--- config.mk ---
export PLATFORM = sky130hd
export DESIGN_NAME = e2q_queue
export DESIGN_NICKNAME = d
export VERILOG_FILES = /design/src/rtl/core/e2q_pkg.sv /design/src/rtl/core/e2q_queue.sv
export SDC_FILE = /design/constraint.sdc
export NUM_CORES = 1
export LEC_CHECK = 0
export ABC_CLOCK_PERIOD_IN_PS = 6800
export BUFFER_PORTS_ARGS = -buffer_cell sky130_fd_sc_hd__buf_2
export CAP_MARGIN = 5
export CORE_ASPECT_RATIO = 0.7
export CORE_UTILIZATION = 57
export DETAILED_ROUTE_END_ITERATION = 12
export PLACE_DENSITY_LB_ADDON = 0.15
export SETUP_SLACK_MARGIN = 0.02
export SYNTH_ARGS = -nofsm -noshare
export SYNTH_HDL_FRONTEND = slang
export SYNTH_SLANG_ARGS = --single-unit
--- constraint.sdc ---
create_clock -name clk -period 6.8 [get_ports clk]
set_input_delay 1.36 -clock clk [delete_from_list [all_inputs] [get_ports clk]]
set_output_delay 1.36 -clock clk [all_outputs]
set_load 0.01 [all_outputs]
--- src/rtl/core/e2q_pkg.sv ---
// ----------------------------------------------------------------------------
// e2q_pkg
// Shared types, constants and the CORDIC arctangent table.
// ----------------------------------------------------------------------------
package e2q_pkg;

	localparam int ANGLE_WIDTH = 16;
	localparam int OUT_WIDTH   = 16;
	localparam int STEPS       = 28;
	localparam int FRAC        = 30;
	localparam int CW          = 33;           // CORDIC x/y width, Q30 plus sign/headroom
	localparam int ZW          = 34;           // residual angle width
	localparam int QDEPTH      = 4;
	localparam int QAW         = 2;
	localparam logic signed [CW-1:0] GAIN_Q30 = 33'sd652032874;

	typedef struct packed {
		logic signed [ANGLE_WIDTH-1:0] angle_x;
		logic signed [ANGLE_WIDTH-1:0] angle_y;
		logic signed [ANGLE_WIDTH-1:0] angle_z;
	} e2q_in_t;

	typedef struct packed {
		logic signed [OUT_WIDTH-1:0] quat_x;
		logic signed [OUT_WIDTH-1:0] quat_y;
		logic signed [OUT_WIDTH-1:0] quat_z;
		logic signed [OUT_WIDTH-1:0] quat_w;
	} e2q_out_t;

	typedef struct packed {
		logic signed [CW-1:0] sx, cx, sy, cy, sz, cz;
	} e2q_sc_t;

	function automatic logic [31:0] atan_lut(input logic [4:0] i);
		logic [31:0] r;
		case (i)
			5'd0:  r = 32'h20000000; 5'd1:  r = 32'h12E4051E;
			5'd2:  r = 32'h09FB385B; 5'd3:  r = 32'h051111D4;
			5'd4:  r = 32'h028B0D43; 5'd5:  r = 32'h0145D7E1;
			5'd6:  r = 32'h00A2F61E; 5'd7:  r = 32'h00517C55;
			5'd8:  r = 32'h0028BE53; 5'd9:  r = 32'h00145F2F;
			5'd10: r = 32'h000A2F98; 5'd11: r = 32'h000517CC;
			5'd12: r = 32'h00028BE6; 5'd13: r = 32'h000145F3;
			5'd14: r = 32'h0000A2F9; 5'd15: r = 32'h0000517C;
			5'd16: r = 32'h000028BE; 5'd17: r = 32'h0000145F;
			5'd18: r = 32'h00000A2F; 5'd19: r = 32'h00000517;
			5'd20: r = 32'h0000028B; 5'd21: r = 32'h00000145;
			5'd22: r = 32'h000000A2; 5'd23: r = 32'h00000051;
			5'd24: r = 32'h00000028; 5'd25: r = 32'h00000014;
			5'd26: r = 32'h0000000A; 5'd27: r = 32'h00000005;
			default: r = 32'h0;
		endcase
		return r;
	endfunction

endpackage

--- src/rtl/core/e2q_queue.sv ---
// ----------------------------------------------------------------------------
// e2q_queue
// Queue between CORDIC front and product back end. Flop storage, gives
// the front a credit while fewer than QDEPTH-1 items are stored or one is read.
// ----------------------------------------------------------------------------
module e2q_queue (
	input  logic             clk,
	input  logic             arst_n,
	input  logic             wr,
	input  e2q_pkg::e2q_sc_t wdata,
	output logic             rd_valid,
	input  logic             rd,
	output e2q_pkg::e2q_sc_t rdata,
	output logic             credit
);
	import e2q_pkg::*;

	e2q_sc_t        mem_q [QDEPTH];
	logic [QAW-1:0] wp_q, rp_q;
	logic [QAW:0]   cnt_q;

	// front stalls as a whole, so only one item can land per advance
	assign credit   = (cnt_q < (QAW+1)'(QDEPTH-1)) || rd;
	assign rd_valid = cnt_q != '0;
	assign rdata    = mem_q[rp_q];

	always_ff @(posedge clk) if (wr) mem_q[wp_q] <= wdata;

	always_ff @(posedge clk or negedge arst_n) begin
		if (!arst_n) begin
			wp_q <= '0; rp_q <= '0; cnt_q <= '0;
		end else begin
			if (wr) wp_q <= wp_q + 1'b1;
			if (rd) rp_q <= rp_q + 1'b1;
			cnt_q <= cnt_q + (QAW+1)'(wr) - (QAW+1)'(rd);
		end
	end

	a_no_overflow: assert property (@(posedge clk) disable iff (!arst_n)
		!(wr && !rd && cnt_q == (QAW+1)'(QDEPTH)))
		else $error("queue overflow");

	a_no_underflow: assert property (@(posedge clk) disable iff (!arst_n)
		!(rd && cnt_q == '0))
		else $error("queue underflow");

	a_cnt_range: assert property (@(posedge clk) disable iff (!arst_n)
		cnt_q <= (QAW+1)'(QDEPTH))
		else $error("queue count out of range");

endmodule

# == After elaboration in Yosys (flattened, before gate mapping) ==
# Memory sizes are Yosys's and may differ from the RTL's.
# Cells that the tools add are included.
# totals
mem_bits_rw,792
ff_bits,7
wordCells,13
mem_count,1
# mem_list
name,words,width,rd,rd_clocked_by_memory_dff,wr,line,source
mem_q,4,198,1,0,1,e2q_queue.sv:18,e2q_sc_t mem_q [QDEPTH];
# op_classes
n_mux,2
n_lt_le_gt_ge,1
add_sub_neg,4
n_reduce_logical,2
# op_table
op,count
$add 2x1->2 const B,2
$add 3x1->3,1
$lt 3x2->1 const B,1
$reduce_bool 3->1,1
$sub 3x1->3,1
$mux 1,2
$logic_or 1x1->1,1

# == Longest topological paths before layout ==
# Gate-level depths: netlist (run 1).
# logic_depth
word_depth,2
mapped_depth,6

# == Worst setup path before layout (run 1) ==
# Ideal clock, no wire load.
# synth_path
kind,input port to flip-flop
from,input port wr
to,memory mem_q[0][0] in the netlist's numbering (enable)
slack_ns,0.365
arrival_time_ns,5.853
setup_time_ns,0.582
stages,1
cell_sequence,and2_1
# synth_via
elab_chain_len,2
# synth_rtl
element,line,source
start: declaration,e2q_queue.sv:9,"input logic wr,"
$mux 1,e2q_queue.sv:27,always_ff @(posedge clk) if (wr) mem_q[wp_q] <= wdata;
$mux 1 (implied by the code),e2q_queue.sv:27,
end: declaration,e2q_queue.sv:18,
# Every way passes these cells.

==> impl_metrics.csv, run 1 <==
group,metric,value,unit
setup_path,start_kind,"flip-flop",
drt,drt_pre_antenna_iters,6,
place,portBuffers,401,
place,dpl_worst_slack,2.934,ns
cts,cts.sinks,799,
floorplanning,core-area,0.04977,mm^2
floorplanning,die-area,0.05180,mm^2
sta,setup_violations,0,
global_routing,grt_pass1_vias,13010,
logic_synthesis,synthCells,1070,
power,power_leakage,11.48,nW
setup_path,path_max_fanout,82,
logic_synthesis,syn_area,0.02900,mm^2
layout,final_net_count,1725,
cts,hold_buffers,0,
worst_hold_path,hold_class,"flip-flop to flip-flop",
logic_synthesis,synth-seq-cells,799,
sta,timing.final.ws_setup,2.386,ns
global_routing,antenna_found_initial,12,
place,dp_hpwl,32090,um
global_routing,busiest_layer,"met2",
floorplanning,initial_core_util,58.27,%
sta,min_period,4.414,ns
logic_synthesis,avgSynthCellArea,27.10,um^2
logic_synthesis,synth_warnings,0,
cts,cts.reportedPaths.clkPinSlew,0.06,ns
logic_synthesis,synth.distinct_cells,17,
floorplanning,fp.dieW,271.6,um
layout,final_common_cell,"edfxtp_1",
power,power_density,431.1,mW/mm^2
cts,cts_made_buffers,72,
floorplanning,num_io_pins,402,
setup_path,critPathMaxStageDelay,0.96,ns
cts,cts_resized,0,
setup_path,crit_path_cell_trace,"buf_12, mux4_2, buf_2",
drt,ant_nets,0,
run,max_cap_violations,0,
layout,syn2layout_area_growth,16.75,%
global_routing,track_usage,20.89,%
setup_path,worst-path-buf-inv,2,
setup_path,cp-end-kind,"output port",
global_routing,grtUsageMet1,28.39,%
global_routing,grt_overflow,0,
drt,wl,53850,um
sta,worstMarginPinSlew,0.9916,ns
sta,slew_violations,0,
setup_path,cp_slowest_cell,"dfrtp_4",
sta,maxSlewHeadroom,33.89,%
floorplanning,die_y,190.7,um
sta,min_period_over_period,64.91,%
global_routing,met3_usage,6.787,%
layout,final_cell_mix,"edfxtp_1, buf_2, mux4_2",
cts,clk_latency,0.60,ns
cts,h-tree-depth,3,
drt,num_vias,12740,
global_routing,use_met2,33.18,%
global_routing,grt_pass1_wl,79730,um
drt,viasPerCell,5.695,
layout,fin_util,68.02,%
logic_synthesis,synth_seq_area_share,82.61,%
cts,cts_setup_buffers,0,
sta,tns,0,ns
logic_synthesis,syn_nets,1280,
layout,layout.cells.non_filler,2237,
global_routing,grt_max_degree,117,
setup_path,critPathKind,"flip-flop to output port",
setup_path,crit_family,"flip-flops",
cts,tritoncts,"done",
drt,avgRoutedWirePerCell,24.07,um
drt,drt-initial-drc-count,900,
drt,drc,0,
sta,hold_violations,0,
place,placedCellCount,2106,
cts,clk_path_buf_depth,3,
setup_path,required,5.44,ns
sta,fin_skew,0.02954,ns
sta,hold_ws,0.5329,ns
cts,ctsRootBufferMaster,"clkbuf_16",
floorplanning,rows,68,
layout,drive_above_1_share,45.15,%
sta,rsz0062_at_grt,"no",
power,vdd_drop_max,0.3138,mV
status,status,"finished clean",
place,gp_congestion,0.7165,
setup_path,cp_data_arrival_time,3.05,ns
sta,fmax,226.6,MHz
[worst register-to-register path, cell delays in order, from the launching register on]
cell	delay (ns)
dfrtp_1	0.40
inv_1	0.11
ha_1	0.15
and2_4	0.73
buf_4	0.85
[final timing paths]
path / end / slack (ns) / cells after the start / start
min in group asynchronous: cnt_q[2] / 0.59 / 1 / arst_n
max in group asynchronous: wp_q[0] / 6.03 / 1 / arst_n
worst min-delay path: wp_q[0] / 0.53 / 1 / wp_q[0]
worst min register to register: wp_q[0] / 0.53 / 1 / wp_q[0]
worst max register to register: mem_q[1][197] / 4.17 / 4 / wp_q[1]
worst max-delay path: rdata[138] / 2.39 / 3 / rp_q[0]
[through the flow]
stage	total power, W	cell area, um^2
3_5_place_dp	0.01107	31690
5_1_grt	0.01522	33850
6_report	0.01460	33860
4_1_cts	0.01481	33840
3_3_place_gp	0.01101	31690
2_1_floorplan	0.009695	29000
[logic make-up after synthesis]
family                     count (synthesis)  share of synthesized area (%)
buffers and inverters                     51                          1.333
DFF                                      799                          82.61
AOI/OAI and AO/OA                          2                        0.03448
muxes                                    198                          15.38
and+or+nand+nor                            8                         0.1510
xor gates and xnor gates                   4                         0.1208
adders and majority gates                  8                         0.3710
[report_power, final]
group | switching [W] | total (W) | internal, W
registers | 0.000290 | 0.00673 | 0.00644
clock network | 0.00164 | 0.00374 | 0.00210
logic | 0.00226 | 0.00412 | 0.00187
total | 0.00419 | 0.0146 | 0.0104
[routing by layer]
layer	wire (um)	part of all wire, %
met4	893	1.7
met2	27050	50
met1	21660	40
met3	4159	7.7
met5	83	0.15
[flip-flops by register name, indices dropped and copies added, names as in the netlist]
| signal | cells |
|---|---|
| wp_q | 2 |
| rp_q | 2 |
| cnt_q | 3 |
| mem_q | 792 |
[area by class of cell]
type                            instances  area [um^2]
Fill cell                            3109        15920
Inverter                                7        26.28
Sequential cell                       799        23970
Tap cell                              665        832.0
Timing Repair Buffer                  415         2200
Antenna cell                            6        15.01
Clock buffer                           91         1916
Clock inverter                         34        237.7
Multi-Input combinational cell        220         4666
[Yosys cell counts]
cell type	count	area, um^2
edfxtp_1	792	23780
mux4_2	198	4459
buf_6	22	247.7
buf_2	21	105.1
dfrtp_1	7	175.2
ha_1	7	87.58
inv_1	7	26.28
and2_1	4	25.02
xor2_1	3	26.28
nand2_1	2	7.510
a21oi_1	1	5.000
buf_4	1	7.510
fa_1	1	20.02
nand3_1	1	5.000
o21ai_0	1	5.000
or2_2	1	6.260
xnor2_1	1	8.760
Note: power is estimated with default switching activity, not from simulation.
==> inputs of run 2 (changes only) <==
Settings changed: ABC_CLOCK_PERIOD_IN_PS 6800 to 4400.
Clock period 6.8 ns to 4.4 ns, I/O delays scaled along.
==> run 2 against run 1 <==
Register-to-register slack worse by 2.0 ns. Clock power grew 54%. Core utilization is 0.57 points higher. Clock skew down 0.011 ns. Final cell count up 0.76%. Die area unchanged. Sequential share of layout area decreased by 0.59 points. Hold slack worse by 0.42 ns. First-iteration DRC count rose by 6.6%. Critical path type unchanged.
==> impl_metrics.csv, run 2 (synthesis results as in run 1) <==
group,metric,value,unit
global_routing,grt_overflow,0,
sta,min_period,3.485,ns
layout,final_net_count,1741,
layout,final_cell_mix,"edfxtp_1, buf_2, mux4_2",
global_routing,track_usage,21.61,%
sta,min_period_over_period,79.21,%
layout,fillCellCount,3039,
drt,wl,55450,um
place,portBuffers,401,
setup_path,critPathKind,"flip-flop to output port",
sta,hold_violations,0,
floorplanning,fp.dieW,271.6,um
cts,cts_setup_buffers,0,
setup_path,r2r_end,"mem_q[0][101]",
drt,viasPerCell,5.706,
cts,cts.sinks,799,
drt,drt-initial-drc-count,959,
drt,num_vias,12860,
drt,ant_nets,0,
cts,cts_resized,0,
status,status,"finished clean",
place,gp_congestion,0.7486,
sta,worstMarginPinSlew,0.9622,ns
cts,tritoncts,"done",
power,vdd_drop_max,0.4181,mV
drt,drt_pre_antenna_iters,4,
setup_path,crit_end,"rdata[39]",
floorplanning,die_y,190.7,um
setup_path,timing.rr.start,"wp_q[0]",
layout,drive_above_1_share,45.92,%
power,power_leakage,11.60,nW
cts,hold_buffers,0,
worst_hold_path,hold_class,"input pin to asynchronous set/reset pin",
sta,fin_skew,0.01867,ns
power,power_density,668.7,mW/mm^2
sta,setup_violations,0,
layout,multi_input_area,0.004666,mm^2
setup_path,start_kind,"flip-flop",
setup_path,path_max_fanout,33,
global_routing,grt_max_degree,93,
run,max_cap_violations,0,
floorplanning,initial_core_util,58.27,%
layout,fin_util,68.59,%
setup_path,required,3.52,ns
sta,fmax,286.9,MHz
layout,largest_reg_flops,792,
floorplanning,rows,68,
cts,clk_path_buf_depth,3,
global_routing,grt_pass1_wl,82030,um
layout,syn2layout_area_growth,17.72,%
floorplanning,core-area,0.04977,mm^2
sta,rsz0062_at_grt,"no",
cts,cts.reportedPaths.clkPinSlew,0.06,ns
global_routing,grt_pass1_vias,13390,
layout,top_register,"mem_q",
layout,seq_area,0.02397,mm^2
setup_path,reg2reg_slack,2.20,ns
cts,h-tree-depth,3,
setup_path,worstSetupStartpoint,"rp_q[0]",
global_routing,antenna_found_initial,12,
cts,cts_made_buffers,71,
cts,clk_latency,0.60,ns
setup_path,cp_data_arrival_time,2.61,ns
cts,ctsRootBufferMaster,"clkbuf_16",
layout,final_common_cell,"edfxtp_1",
setup_path,rr_worst_depth,4,
place,dp_hpwl,33870,um
setup_path,cp-end-kind,"output port",
drt,drc,0,
drt,avgRoutedWirePerCell,24.60,um
layout,top_regs,"mem_q x792, cnt_q x3",
floorplanning,die-area,0.05180,mm^2
sta,maxSlewHeadroom,35.85,%
floorplanning,num_io_pins,402,
sta,slew_violations,0,
sta,tns,0,ns
[run 2: stage by stage]
step | worst slack (ns) | power (W) | area (um^2) | instances | hold slack, ns
6_report | 0.9146 | 0.02283 | 34140 | 2254 | 0.1102
5_1_grt | 0.7325 | 0.02376 | 34120 | 2246 | 0.1001
4_1_cts | 0.7858 | 0.02312 | 34120 | 2244 | 0.07891
3_5_place_dp | 1.436 | 0.01736 | 31990 | 2123 | 0.5653
3_3_place_gp | 1.461 | 0.01723 | 31990 | 2123 | 0.5192
2_1_floorplan | 0.6543 | 0.01481 | 29010 | 1070 | 0.4936
[run 2: worst min-delay path by stage]
| stage | from | end | slack, ns | cells past startpoint |
|---|---|---|---|---|
| 2_1_floorplan | wp_q[0] | wp_q[0] | 0.49 | 1 |
| 3_3_place_gp | wp_q[0] | wp_q[0] | 0.52 | 1 |
| 5_1_grt | arst_n | wp_q[0] | 0.10 | 1 |
| 3_5_place_dp | wp_q[0] | wp_q[0] | 0.57 | 1 |
| 6_report | arst_n | wp_q[0] | 0.11 | 1 |
| 4_1_cts | arst_n | wp_q[0] | 0.08 | 1 |
[run 2: layer usage]
layer  GRT usage (%)  share of wire [%]  vias up
met3           6.195                6.8       85
met1           29.01                 40     6817
met2           35.24                 51      358
met4           5.812                2.0        8
met5               0              0.088        -
li1                -                  -     5593
[run 2: area by class of cell]
type / instances / share of cell area, %
Clock inverter: 29 / 0.6597
Clock buffer: 92 / 5.560
Tap cell: 665 / 2.437
Timing Repair Buffer: 432 / 7.330
Multi-Input combinational cell: 220 / 13.67
Inverter: 7 / 0.07696
Antenna cell: 10 / 0.07330
Sequential cell: 799 / 70.20
[run 2: critical path: stages, from the launching register on]
cell     delay, ns
dfrtp_4       0.92
buf_4         0.39
mux4_2        0.54
buf_2         0.16
[run 2: where the power goes]
group          switching [W]  internal, W
combinational        0.00363      0.00308
clock                0.00255      0.00322
sequential          0.000399      0.00994
total                0.00658       0.0162
==> inputs of run 3 (changes only) <==
Settings changed: ABC_AREA from default to 1, ABC_CLOCK_PERIOD_IN_PS 4400 to 3100, CORE_UTILIZATION 57 to 53.
Clock period 4.4 ns to 3.1 ns, I/O delays scaled along.
==> run 3 against run 2 <==
Global-route usage grew 1.3 points. Largest cell class unchanged. Via count grew 69%. Count of clock-buffer cells in the layout grew 12. Setup slack lost 0.81 ns. Register-to-register slack lost 1.0 ns. First-iteration DRC count grew 61%. Combinational power grew 99%. Cell area grew 14%.
==> impl_metrics.csv, run 3 <==
group,metric,value,unit
setup_path,required,2.48,ns
logic_synthesis,post-synth-top-count-cell,"nand2_1",
sta,rsz0062_at_grt,"no",
cts,cts.sinks,799,
cts,tritoncts,"done",
logic_synthesis,synthAdderAreaFrac,0.3204,%
layout,multi_input_area,0.005914,mm^2
logic_synthesis,synthCells,3143,
power,combPwrFrac,36.4,%
setup_path,cp_data_arrival_time,2.37,ns
layout,drive_above_1_share,15.55,%
logic_synthesis,synth.largest_area_cell,"edfxtp_1",
layout,final_net_count,3751,
drt,viasPerCell,4.899,
logic_synthesis,avgSynthCellArea,10.69,um^2
cts,cts_made_buffers,77,
setup_path,rr_worst_depth,5,
global_routing,grtUsageMet1,30.07,%
logic_synthesis,synth_warnings,0,
floorplanning,rows,76,
logic_synthesis,syn_nets,3353,
layout,fin_area,0.03909,mm^2
sta,slew_violations,0,
sta,min_period,2.994,ns
layout,final_common_cell,"nand2_1",
setup_path,start_kind,"flip-flop",
logic_synthesis,syn_area,0.03359,mm^2
global_routing,met3_usage,5.814,%
power,p_sw_share,36.43,%
cts,cts_setup_buffers,0,
drt,drc,0,
setup_path,path_max_fanout,53,
power,p_seq_share,39.6,%
layout,seq_area,0.02397,mm^2
logic_synthesis,synth_top_family_by_area,"simple AND/OR/NAND/NOR gates",
setup_path,cp-end-kind,"output port",
setup_path,reg2reg_slack,1.18,ns
cts,clk_latency,0.63,ns
run,max_cap_violations,0,
global_routing,antenna_found_initial,16,
place,gp_congestion,0.8134,
sta,min_period_over_period,96.59,%
drt,wl,73990,um
cts,cts.reportedPaths.clkPinSlew,0.06,ns
cts,ctsRootBufferMaster,"clkbuf_16",
layout,fillCellCount,4730,
sta,setup_violations,0,
layout,largest_reg_flops,792,
global_routing,grt_overflow,0,
logic_synthesis,synth_seq_area_share,71.33,%
logic_synthesis,synth-xor-area-share,0.1043,%
drt,drt-initial-drc-count,1548,
global_routing,grt_pass1_wl,112900,um
logic_synthesis,synthMuxAreaShare,0,%
setup_path,critPathKind,"flip-flop to output port",
global_routing,grt_pass1_vias,20990,
global_routing,track_usage,22.88,%
global_routing,use_met2,38.25,%
setup_path,r2r_end,"mem_q[2][129]",
global_routing,busiest_layer,"met2",
logic_synthesis,synthTopCellsByCount,"nand2_1, inv_1, edfxtp_1",
sta,maxSlewHeadroom,42.29,%
logic_synthesis,async_flop_share,0.8761,%
place,portBuffers,401,
sta,fmax,334.0,MHz
logic_synthesis,synth_ff_type,"edfxtp_1",
layout,layout.cells.non_filler,4432,
layout,final_cell_mix,"nand2_1, inv_1, edfxtp_1",
power,intPower,0.02339,W
place,dpl_cell_area,0.03666,mm^2
floorplanning,die-area,0.06440,mm^2
setup_path,timing.rr.start,"wp_q[0]",
place,dp_hpwl,43430,um
cts,h-tree-depth,3,
status,status,"finished clean",
drt,num_vias,21710,
worst_hold_path,hold_class,"input pin to flip-flop",
floorplanning,fp.dieW,302.9,um
floorplanning,num_io_pins,402,
logic_synthesis,synth-simple-area-share,17.06,%
logic_synthesis,synth-seq-cells,799,
sta,fin_skew,0.02329,ns
logic_synthesis,synth_edf_count,792,
power,p_clk_share,24.0,%
layout,top_register,"mem_q",
setup_path,crit_end,"rdata[129]",
power,vdd_drop_max,0.7385,mV
layout,syn2layout_area_growth,16.39,%
drt,ant_nets,0,
logic_synthesis,synth_area_leaders,"edfxtp_1, nand2_1, inv_1",
setup_path,worstSetupStartpoint,"rp_q[1]",
cts,clk_path_buf_depth,3,
floorplanning,initial_core_util,54.09,%
drt,drt_pre_antenna_iters,8,
sta,worstMarginPinSlew,0.8656,ns
place,placedCellCount,4279,
power,power_density,941.4,mW/mm^2
floorplanning,core-area,0.06209,mm^2
global_routing,grt_max_degree,149,
power,total_power,0.03680,W
drt,avgRoutedWirePerCell,16.69,um
logic_synthesis,synth.distinct_cells,16,
layout,top_regs,"mem_q x792, cnt_q x3",
logic_synthesis,synth_top_area_share,70.81,%
floorplanning,die_y,212.6,um
power,power_switching,0.01341,W
sta,tns,0,ns
sta,hold_ws,0.2060,ns
sta,hold_violations,0,
logic_synthesis,synth-compound-area-share,0.03725,%
power,power_leakage,18.21,nW
## run 3: cells by family after synthesis
group / Yosys count
buffers and inverters: 936
adder cells (fa/ha/maj): 8
XOR/XNOR: 4
flip-flops: 799
AND/OR/NAND/NOR: 1394
AO/OA/AOI/OAI: 2
## run 3: worst min-delay path by stage
stage / from / endpoint / slack [ns] / cells after the start
floorplan: arst_n / cnt_q[0] / 0.32 / 0
global placement: arst_n / cnt_q[0] / 0.48 / 1
detailed placement: arst_n / cnt_q[0] / 0.48 / 1
CTS: wdata[33] / mem_q[3][33] / 0.16 / 1
global route: wdata[192] / mem_q[3][192] / 0.16 / 1
finish: wdata[192] / mem_q[3][192] / 0.21 / 1
## run 3: layout make-up
| type | instances | area share (%) |
|---|---|---|
| Tap cell | 819 | 2.621 |
| Sequential cell | 799 | 61.31 |
| Antenna cell | 12 | 0.07682 |
| Clock inverter | 35 | 0.6466 |
| Timing Repair Buffer | 450 | 7.051 |
| Inverter | 805 | 7.813 |
| Clock buffer | 104 | 5.352 |
| Multi-Input combinational cell | 1408 | 15.13 |
## run 3: timing repair
| item | 4_1_cts | 5_1_grt |
|---|---|---|
| cloned | 0 | 1 |
| endpoints found under the hold margin | 7 | 0 |
| hold buffers | 1 | 0 |
| gates resized for setup | 1 | 2 |
| pin swaps | 0 | 0 |
| setup endpoints to repair | 1 | 35 |
## run 3: metrics by stage
stage / setup WS [ns] / util, %
floorplan: -1.065 / -
finish: 0.1056 / 62.95
CTS: 0.06457 / 62.85
global route: 0.02315 / 62.92
detailed placement: 0.7204 / 59.05
global placement: 0.7590 / 59.05
## run 3: layer usage
layer	routed length, um	share of wire [%]	vias up
met3	5018	6.8	118
met2	36620	49	523
met1	31030	42	10440
met4	1215	1.6	20
li1	-	-	10610
met5	111	0.15	-
## run 3: power by group through the flow
stage	clock network [W]	logic (W)	registers [W]
4_1_cts	0.00903	0.0135	0.0146
5_1_grt	0.00944	0.0148	0.0147
2_1_floorplan	0	0.00829	0.0149
3_3_place_gp	0	0.0132	0.0147
3_5_place_dp	0	0.0135	0.0148
6_report	0.00885	0.0134	0.0146
## run 3: critical path, stage by stage, from the launching register on
cell,delay [ns]
dfrtp_4,0.51
inv_6,0.47
buf_12,0.32
nand3_1,0.11
nand2_1,0.13
buf_2,0.15
